File: src/rtl/core/bba_pkg.sv
// Package for the block bitmap allocator: request codes, geometry constants,
// controller state type, command and status structs, and priority encoders.
// Depends on nothing; every other file of the block uses it.
package bba_pkg;

   // Pool size in blocks; only blocks below 65536 can be addressed.
   localparam int NUM_BLOCKS = 65536;
   localparam int ADDR_SPAN  = 65536;
   localparam int SCAN_LIMIT = (NUM_BLOCKS < ADDR_SPAN) ? NUM_BLOCKS : ADDR_SPAN;

   // Field widths.
   localparam int REQ_W = 2;
   localparam int BLK_W = 16;

   // Bitmap geometry: 64-bit words, grouped 32 words per summary row.
   localparam int WORD_W    = 64;
   localparam int OFF_W     = 6;
   localparam int NUM_WORDS = ADDR_SPAN / WORD_W;
   localparam int ADDR_W    = BLK_W - OFF_W;
   localparam int ROW_W     = 32;
   localparam int ROW_IDX_W = 5;
   localparam int NUM_ROWS  = NUM_WORDS / ROW_W;
   localparam int GRP_IDX_W = ADDR_W - ROW_IDX_W;

   // Wide constants for range checks.
   localparam logic [20:0] NUM_BLOCKS_W = 21'(NUM_BLOCKS);
   localparam logic [16:0] SCAN_LIMIT_W = 17'(SCAN_LIMIT);

   // Request codes; the fourth code is unused and only echoes.
   localparam logic [REQ_W-1:0] REQ_FIND    = 2'd0;
   localparam logic [REQ_W-1:0] REQ_MARK    = 2'd1;
   localparam logic [REQ_W-1:0] REQ_RELEASE = 2'd2;

   // Result status codes.
   localparam logic STS_OK      = 1'b0;
   localparam logic STS_NO_FREE = 1'b1;

   // Controller states.
   typedef enum logic [2:0] {
      ST_CLEAR,
      ST_IDLE,
      ST_DECODE,
      ST_READ,
      ST_EXEC,
      ST_RESULT
   } state_type;

   // Commands from controller to datapath.
   typedef struct packed {
      logic capture;
      logic clear_step;
      logic set_addr;
      logic set_echo;
      logic set_none;
      logic exec;
      logic load_out;
   } cmd_type;

   // Status from datapath to controller.
   typedef struct packed {
      logic clear_last;
      logic is_find;
      logic is_update;
      logic any_free;
      logic out_free;
   } sts_type;

   // Index of the lowest set bit of an 8-bit value, zero if none.
   function automatic logic [2:0] first_set8(input logic [7:0] v);
      logic [2:0] idx;
      idx = '0;
      for (int k = 7; k >= 0; k--) begin
         if (v[k]) begin
            idx = 3'(k);
         end
      end
      return idx;
   endfunction

   // Index of the lowest set bit of a 32-bit value, byte first then bit.
   function automatic logic [4:0] first_set32(input logic [31:0] v);
      logic [7:0] any;
      logic [2:0] b;
      any = '0;
      for (int i = 0; i < 4; i++) begin
         any[i] = |v[8*i +: 8];
      end
      b = first_set8(any);
      return {b[1:0], first_set8(v[8*b[1:0] +: 8])};
   endfunction

   // Index of the lowest set bit of a 64-bit value, byte first then bit.
   function automatic logic [5:0] first_set64(input logic [63:0] v);
      logic [7:0] any;
      logic [2:0] b;
      any = '0;
      for (int i = 0; i < 8; i++) begin
         any[i] = |v[8*i +: 8];
      end
      b = first_set8(any);
      return {b, first_set8(v[8*b +: 8])};
   endfunction

endpackage

File: src/rtl/core/bba_ctrl.sv
// Controller state machine of the block bitmap allocator.
// Depends on bba_pkg; drives commands to bba_datapath and reads its status.
module bba_ctrl (
   input  logic             clock,
   input  logic             reset,
   input  logic             req_valid,
   output logic             req_ready,
   input  bba_pkg::sts_type sts,
   output bba_pkg::cmd_type cmd
);
   import bba_pkg::*;

   state_type state_ff;
   state_type state_in;

   // State register; reset starts the clearing pass.
   always_ff @(posedge clock) begin
      if (reset) begin
         state_ff <= ST_CLEAR;
      end else begin
         state_ff <= state_in;
      end
   end

   // Next state and commands.
   always_comb begin
      state_in  = state_ff;
      cmd       = '0;
      req_ready = 1'b0;
      unique case (state_ff)
         ST_CLEAR: begin
            cmd.clear_step = 1'b1;
            if (sts.clear_last) begin
               state_in = ST_IDLE;
            end
         end
         ST_IDLE: begin
            req_ready = 1'b1;
            if (req_valid) begin
               cmd.capture = 1'b1;
               state_in    = ST_DECODE;
            end
         end
         ST_DECODE: begin
            priority if (sts.is_find && !sts.any_free) begin
               cmd.set_none = 1'b1;
               state_in     = ST_RESULT;
            end else if (sts.is_find || sts.is_update) begin
               cmd.set_addr = 1'b1;
               state_in     = ST_READ;
            end else begin
               cmd.set_echo = 1'b1;
               state_in     = ST_RESULT;
            end
         end
         ST_READ: begin
            // The word read is registered; it is available next cycle.
            state_in = ST_EXEC;
         end
         ST_EXEC: begin
            cmd.exec = 1'b1;
            state_in = ST_RESULT;
         end
         ST_RESULT: begin
            if (sts.out_free) begin
               cmd.load_out = 1'b1;
               state_in     = ST_IDLE;
            end
         end
         default: begin
            state_in = ST_CLEAR;
         end
      endcase
   end

endmodule

File: config.mk
export PLATFORM = sky130hd
export DESIGN_NAME = bba_ctrl
export DESIGN_NICKNAME = d
export VERILOG_FILES = /design/src/rtl/core/bba_pkg.sv /design/src/rtl/core/bba_ctrl.sv
export SDC_FILE = /design/constraint.sdc
export NUM_CORES = 1
export LEC_CHECK = 0
export BUFFER_PORTS_ARGS = -buffer_cell sky130_fd_sc_hd__buf_2
export CELL_PAD_IN_SITES_DETAIL_PLACEMENT = 1
export CELL_PAD_IN_SITES_GLOBAL_PLACEMENT = 1
export CORE_AREA = 3 3 40 42
export CTS_CLUSTER_DIAMETER = 60
export DETAILED_ROUTE_END_ITERATION = 8
export DIE_AREA = 0 0 43 45
export PLACE_DENSITY_LB_ADDON = 0.1
export REMOVE_ABC_BUFFERS = 1
export SLEW_MARGIN = 20
export SYNTH_ARGS = -nofsm -noshare
export SYNTH_HDL_FRONTEND = slang
export SYNTH_SLANG_ARGS = --single-unit
File: constraint.sdc
create_clock -name clock -period 1.07 [get_ports clock]
set_clock_uncertainty 0.2 [all_clocks]
set_input_delay 0.0535 -clock clock [delete_from_list [all_inputs] [get_ports clock]]
set_output_delay 0.0535 -clock clock [all_outputs]
set_load 0.005 [all_outputs]
==> impl_metrics.yaml, run 1 <==
sta:
  layout_setup_ws_ns: -0.2907
  final_hold_viol_count: 1
  fin_crit_ns: 1.361
  tightestPinTransition_ns: 0.2604
  timing.final.crit_share_pct: 127.2
  setup_viol: 11
  fmax_mhz: 734.9
  fin_setup_tns_ns: -2.325
  rsz0062_at_grt: "yes"
  drv_slew: 0
  slew_headroom_pct: 82.15
  whs_ns: -0.08256
min_path:
  hp-class: "input port to flip-flop"
synth:
  yosys_register_bits: 3
  synth-seq-area-share_pct: 23.41
  postSynthCellCount: 30
  yosysWarningCount: 0
  synth_cell_types: 17
  syn_area_per_cell_um2: 8.550
  synthesis.area_um2: 256.5
final_layout:
  utilization_pct: 41.19
  mostFrequentLayoutCell: "buf_2"
  stdcell_count: 75
  final_nets: 69
  largest_registers: "state_ff (3)"
  synthToLayoutAreaGrowth_pct: 106.3
  top_register: "state_ff"
  layout_common_cells: "15 x buf_2, 6 x buf_6, 5 x buf_4, 4 x nand2b_4"
  largest_reg_flops: 3
  diodes: 0
  drive_gt1_share_pct: 75.00
route:
  route.met3.wl_um: 116
  routed.top_layer: "met4"
  wl_met1_um: 325
  first_pass_iters: 2
  drc: 0
  wl_met2_um: 483
  first_iter_violations: 1
  detail-route-antenna-nets: 0
  routed_wl_um: 965
  wire_per_inst_um: 12.87
  routed_via_density: 4.520
  num_vias: 339
placed_design:
  dp_hpwl_um: 592.5
  port_buffers: 15
  dp_slack_ns: -0.1063
  dp_cells: 64
  place.gp.congestion: 0.7221
grt:
  grt_first_pass_wirelength_mm: 1.676
  grt_max_degree: 6
  grt_usage_pct: 12.39
  grt_pass1_vias: 392
  antenna_found_initial: 0
  grt.overflow.total: 0
worst_setup_path:
  crit_slowest_cell: "dfxtp_2"
  path_cells: "nand2b_4 -> nand2b_4 -> nor3b_2 -> buf_2"
  worstPathMaxFanout: 3
  cp-end-kind: "output port"
  cp_top_family: "simple AND/OR/NAND/NOR gates"
  rrSetupSlack_ns: -0.18
  critical_path_arrival_ns: 1.11
  path_buf_inv: 1
  crit_top_cell: "nand2b_4"
  start_kind: "flip-flop"
  critPathKind: "flip-flop to output port"
  cp.required_ns: 0.82
  slowest_delay_ns: 0.31
clock_network:
  clk_pin_slew_ns: 0.04
  clock_sinks: 3
  cts-htree-levels: 1
  cts_tree: "done"
  cts_inserted_buffers: 3
  clk_latency_ns: 0.25
  cts_buffer_depth: 2
  cts-root-buf: "clkbuf_4"
  cts-hold-fix-buffers: 2
floorplanning:
  fp.dieH_um: 45
  io_pins: 16
  dieArea_mm2: 0.001935
  start_util_pct: 19.96
  core_area_mm2: 0.001285
  row_count: 13
  die_x_um: 43
power:
  swShare_pct: 29.96
  p_sw_uw: 158.9
  vdd_drop_max_mv: 0.8562
  power.total_uw: 530.2
  pwr-share-comb_pct: 35.7
  p_int_uw: 371.3
  p_clk_share_pct: 40.1
  cellLeakagePower_uw: 0.0002689
  power_frac_seq_pct: 24.2
  power_per_cell_area_mw_per_mm2: 1002
flow_run:
  drv_cap: 0
status:
  violations: "hold timing, setup timing"
  status: "complete, but fails checks"
## Yosys cell counts
master | instances | area (µm²)
nand2b_1 | 2 | 12.51
nor3_1 | 3 | 15.01
o21ai_0 | 1 | 5.000
nor3b_1 | 1 | 7.510
nand2b_4 | 3 | 41.29
inv_2 | 1 | 3.750
o22a_1 | 1 | 8.760
mux2i_1 | 1 | 10.01
a21oi_1 | 2 | 10.01
nor2_1 | 4 | 15.01
buf_6 | 2 | 22.52
dfxtp_1 | 3 | 60.06
nand2_1 | 2 | 7.510
nor3_2 | 1 | 10.01
a21o_1 | 1 | 7.510
nor3b_2 | 1 | 12.51
o211ai_1 | 1 | 7.510
## logic make-up after synthesis
family / count (synthesis) / synth area share, %
flops: 3 / 23.42
mux: 1 / 3.903
simple gates: 17 / 47.31
buf+inv: 3 / 10.24
compound gates: 6 / 15.12
## worst paths after layout
| kind | from | cells past startpoint | to |
|---|---|---|---|
| worst min-delay path | sts[0] | 4 | state_ff[2] |
| worst min register to register | state_ff[2] | 2 | state_ff[1] |
| worst max register to register | state_ff[0] | 6 | state_ff[0] |
| worst max-delay path | state_ff[0] | 4 | cmd[2] |
## tightest hold or removal path, stage by stage
cell      delay (ns)
buf_2           0.10
nand2_4         0.06
nand2b_4        0.06
a21oi_1         0.05
## routing by layer
metal	vias up	global-route usage, %
met5	-	0
met4	0	7.831
met3	4	5.976
met2	18	22.75
met1	154	10.79
li1	163	-
## final cells by class
| cell class | instances | area (µm²) |
|---|---|---|
| flip-flops and latches | 3 | 68.82 |
| inverters | 1 | 3.754 |
| multi-input cells | 24 | 211.5 |
| fillers | 158 | 755.7 |
| repair buffers | 28 | 200.2 |
| well taps | 15 | 18.77 |
| clock buffers | 4 | 26.28 |
## timing repair
action | 4_1_cts | 5_1_grt
buffers inserted | 4 | 1
gates resized for setup | 19 | 1
pin swaps | 7 | 2
gates cloned | 0 | 0
setup endpoints to repair | 10 | 11
hold endpoints to repair | 3 | 1
## power groups by stage
| stage | Combinational, µW | Clock, µW | Sequential (µW) |
|---|---|---|---|
| floorplan | 53.4 | 0 | 136 |
| global placement | 120 | 0 | 133 |
| detailed placement | 123 | 0 | 133 |
| CTS | 178 | 219 | 128 |
| global route | 207 | 239 | 129 |
| finish | 189 | 213 | 128 |
## stage by stage
| step | hold WS (ns) | cell area, µm² |
|---|---|---|
| after detailed placement | 0.06259 | 372.9 |
| final | -0.08256 | 529.3 |
| after global routing | -0.07795 | 529.3 |
| after global placement | 0.05592 | 372.9 |
| after floorplan | -0.07743 | 234.0 |
| after CTS | -0.09338 | 515.5 |
Note: power is estimated with default switching activity, not from simulation.
==> run 2: changes to the inputs <==
CTS_BUF_LIST = sky130_fd_sc_hd__clkbuf_8   (was not set)
==> impl_metrics.yaml, run 2 (synthesized netlist as in run 1, its figures left out) <==
sta:
  fin_crit_ns: 1.341
  timing.final.crit_share_pct: 125.3
  drv_slew: 0
  rsz0062_at_grt: "yes"
  tightestPinTransition_ns: 0.2870
  final_hold_viol_count: 1
  layout_setup_ws_ns: -0.2705
  setup_viol: 11
  whs_ns: -0.05652
  fmax_mhz: 746.0
  slew_headroom_pct: 80.32
grt:
  grt.overflow.total: 0
  grt_usage_pct: 10.72
  grt_pass1_vias: 368
  grt_first_pass_wirelength_mm: 1.524
  grt_max_degree: 6
  antenna_found_initial: 0
route:
  detail-route-antenna-nets: 0
  wire_per_inst_um: 11.27
  first_iter_violations: 0
  routed_via_density: 4.351
  first_pass_iters: 1
  wl_met1_um: 337
  drc: 0
  num_vias: 335
  routed_wl_um: 868
  routed.top_layer: "met3"
  route.met3.wl_um: 105
  wl_met2_um: 425
power:
  swShare_pct: 24.39
  power_per_cell_area_mw_per_mm2: 1114
  p_int_uw: 481.7
  p_clk_share_pct: 48.9
  pwr-share-comb_pct: 30.4
  power_frac_seq_pct: 20.7
  vdd_drop_max_mv: 1.239
  p_sw_uw: 155.4
  cellLeakagePower_uw: 0.0002901
floorplanning:
  die_x_um: 43
  start_util_pct: 19.96
  io_pins: 16
  fp.dieH_um: 45
  core_area_mm2: 0.001285
  row_count: 13
  dieArea_mm2: 0.001935
placed_design:
  dp_hpwl_um: 592.5
  place.gp.congestion: 0.7221
  dp_cells: 64
  port_buffers: 15
  placed_cell_area_um2: 372.9
worst_setup_path:
  critPathKind: "flip-flop to output port"
  cp.required_ns: 0.82
  worstPathMaxFanout: 3
  crit_top_cell: "nand2b_4"
  slowest_delay_ns: 0.32
  cp-end-kind: "output port"
  critical_path_arrival_ns: 1.09
  rrSetupSlack_ns: -0.25
  start_kind: "flip-flop"
  crit_slowest_cell: "dfxtp_2"
  path_cells: "nand2b_4 -> nand2b_4 -> nor3b_2 -> buf_2"
final_layout:
  layout_common_cells: "15 x buf_2, 7 x buf_6, 6 x buf_4, 4 x nand2b_4"
  mostFrequentLayoutCell: "buf_2"
  diodes: 0
  final_nets: 71
  synthToLayoutAreaGrowth_pct: 122.9
  stdcell_count: 77
  final_area_um2: 571.8
  drive_gt1_share_pct: 75.81
  largest_registers: "state_ff (3)"
  top_register: "state_ff"
  largest_reg_flops: 3
status:
  status: "complete, but fails checks"
  violations: "hold timing, setup timing"
min_path:
  hp-class: "input port to flip-flop"
clock_network:
  cts_buffer_depth: 2
  cts-htree-levels: 1
  clk_latency_ns: 0.21
  clock_sinks: 3
  cts-root-buf: "clkbuf_8"
  cts-hold-fix-buffers: 2
  cts_inserted_buffers: 3
  cts_tree: "done"
  clk_pin_slew_ns: 0.03
flow_run:
  drv_cap: 0
run 2: critical path, delay by kind of cell, from the launching register on:
kind	cells	cell delay, ns
AND/OR/NAND/NOR	3	0.42
flip-flops	1	0.32
buffers and inverters	1	0.13
run 2: path summary, 6_finish.rpt:
check | from | to | depth (start not counted)
worst max-delay path | state_ff[0] | cmd[2] | 4
worst min-delay path | sts[0] | state_ff[2] | 4
worst max register to register | state_ff[0] | state_ff[1] | 5
worst min register to register | state_ff[2] | state_ff[1] | 2
run 2: area by class of cell:
cell class	count	area [µm²]
Inverter	1	3.754
Multi-Input combinational cell	24	216.5
Clock buffer	3	41.29
Fill cell	157	713.2
Timing Repair Buffer	30	219.0
Tap cell	15	18.77
Sequential cell	3	68.82
Clock inverter	1	3.754
run 2: per-layer routing:
layer,track usage (%),vias up
met5,0,-
met4,1.807,0
met3,5.578,0
met2,20.66,17
met1,10.31,152
li1,-,166
run 2: power by group through the flow:
stage	Clock, µW	Sequential (µW)	Combinational [µW]
floorplan	0	136	53.4
global placement	0	133	120
detailed placement	0	133	123
CTS	321	131	172
global route	337	133	212
finish	312	132	194
run 2: through the flow:
stage / total power [µW] / util, % / setup WS [ns] / TNS, ns
2_1_floorplan: 189.5 / - / -0.04141 / -0.07779
3_3_place_gp: 252.2 / 29.02 / -0.06908 / -0.1762
3_5_place_dp: 256.2 / 29.02 / -0.1063 / -0.3229
4_1_cts: 624.0 / 41.38 / -0.2843 / -1.983
5_1_grt: 682.1 / 44.50 / -0.3412 / -2.792
6_report: 637.1 / 44.50 / -0.2705 / -2.179
run 2: timing repair:
action,4_1_cts,5_1_grt
buffers inserted,5,3
hold endpoints to repair,3,1
setup endpoints to repair,11,11
gates resized for setup,16,8
cloned,0,0
pin swaps,8,4
==> run 3: changes to the inputs <==
clock period = 1.3 ns   (was 1.07 ns; I/O delays follow)
==> impl_metrics.yaml, run 3 (synthesized netlist as in run 1, its figures left out) <==
status:
  status: "complete, but fails checks"
  violations: "setup timing"
power:
  power_per_cell_area_mw_per_mm2: 1069
  vdd_drop_max_mv: 0.6448
  cellLeakagePower_uw: 0.0002263
floorplanning:
  fp.dieH_um: 45
  die_x_um: 43
  io_pins: 16
  core_area_mm2: 0.001285
  dieArea_mm2: 0.001935
  start_util_pct: 19.96
  row_count: 13
sta:
  tightestPinTransition_ns: 0.2667
  fmax_mhz: 725.6
  layout_setup_ws_ns: -0.07820
  final_hold_viol_count: 0
  setup_viol: 3
  timing.final.crit_share_pct: 106.0
  drv_slew: 0
  fin_crit_ns: 1.378
  slew_headroom_pct: 81.71
  rsz0062_at_grt: "yes"
worst_setup_path:
  slowest_delay_ns: 0.34
  crit_top_cell: "nand2b_4"
  cp.required_ns: 1.03
  cp_top_family: "simple AND/OR/NAND/NOR gates"
  crit_slowest_cell: "dfxtp_4"
  cp-end-kind: "output port"
  path_cells: "nand2b_4 -> nand2b_4 -> nor3b_2 -> buf_2"
  path_buf_inv: 1
  worstPathMaxFanout: 3
  rrSetupSlack_ns: 0.18
  critical_path_arrival_ns: 1.11
  critPathKind: "flip-flop to output port"
  start_kind: "flip-flop"
flow_run:
  drv_cap: 0
route:
  detail-route-antenna-nets: 0
  routed_wl_um: 782
  first_pass_iters: 2
  first_iter_violations: 1
  num_vias: 297
  routed_via_density: 4.368
  wire_per_inst_um: 11.50
  drc: 0
clock_network:
  clock_sinks: 3
  clk_latency_ns: 0.22
  clk_pin_slew_ns: 0.03
  cts_inserted_buffers: 3
  cts-htree-levels: 1
  cts_buffer_depth: 2
  cts_tree: "done"
  cts-root-buf: "clkbuf_8"
final_layout:
  top_register: "state_ff"
  final_nets: 62
  drive_gt1_share_pct: 62.26
  utilization_pct: 34.76
  largest_reg_flops: 3
  layout_common_cells: "15 x buf_2, 4 x nor2_1"
  diodes: 0
  final_area_um2: 446.7
  largest_registers: "state_ff (3)"
  mostFrequentLayoutCell: "buf_2"
  stdcell_count: 68
  synthToLayoutAreaGrowth_pct: 74.15
min_path:
  hp-class: "input port to flip-flop"
grt:
  grt_usage_pct: 8.735
  grt_max_degree: 8
  grt.overflow.total: 0
  grtUsageMet1_pct: 9.135
  grt_first_pass_wirelength_mm: 1.228
  antenna_found_initial: 0
  grt_busiest_layer: "met2"
  grt_use_met3_pct: 5.578
  grt_pass1_vias: 305
  grt_util_met2_pct: 13.17
placed_design:
  placed_cell_area_um2: 342.8
  place.gp.congestion: 0.7272
  port_buffers: 15
  dp_slack_ns: 0.09535
  dp_cells: 60
run 3: worst reg2reg max path, cell delays in order (launching register included):
cell,delay [ns]
dfxtp_4,0.34
buf_4,0.11
nand2_1,0.08
o22a_1,0.21
nor3_2,0.10
run 3: routing by layer:
layer / vias to the layer above / routed length (µm)
met2: 16 / 360
met4: 0 / 10
li1: 148 / -
met5: - / 0
met3: 2 / 89
met1: 131 / 322
run 3: what timing repair did:
action	4_1_cts	5_1_grt
endpoints found under the setup margin	7	6
hold buffers	3	0
buffers inserted	1	0
pin swaps	1	0
endpoints found under the hold margin	3	0
resized for setup	5	3
run 3: path summary, 6_finish.rpt:
| kind | start | end | cells after the start |
|---|---|---|---|
| setup / recovery | state_ff[0] | cmd[2] | 4 |
| hold / removal | req_valid | state_ff[0] | 4 |
| setup reg to reg | state_ff[0] | state_ff[1] | 4 |
| hold reg to reg | state_ff[2] | state_ff[1] | 1 |
run 3: stage by stage:
step,setup TNS [ns],power [µW],hold WS (ns)
floorplan,0,156.0,-0.06593
global placement,0,197.5,0.06681
finish,-0.1304,477.4,0.03443
detailed placement,0,199.4,0.07162
CTS,-0.1300,485.8,0.03190
global route,-0.3382,512.3,0.07821
run 3: area by class of cell:
cell class | count | area [µm²]
clock buffer | 3 | 41.29
clock inverter | 1 | 3.754
fill | 169 | 838.3
inverter | 1 | 3.754
multi-input combinational | 24 | 182.7
sequential | 3 | 68.82
tap | 15 | 18.77
timing repair buffer | 21 | 127.6
run 3: power by group:
| group | internal, µW | switching, µW | total, µW | leakage [µW] |
|---|---|---|---|---|
| sequential | 99.3 | 9.48 | 109 | 0.0000264 |
| combinational | 59.3 | 45.6 | 105 | 0.000173 |
| clock | 201 | 62.7 | 264 | 0.0000269 |
| total | 360 | 118 | 477 | 0.000226 |
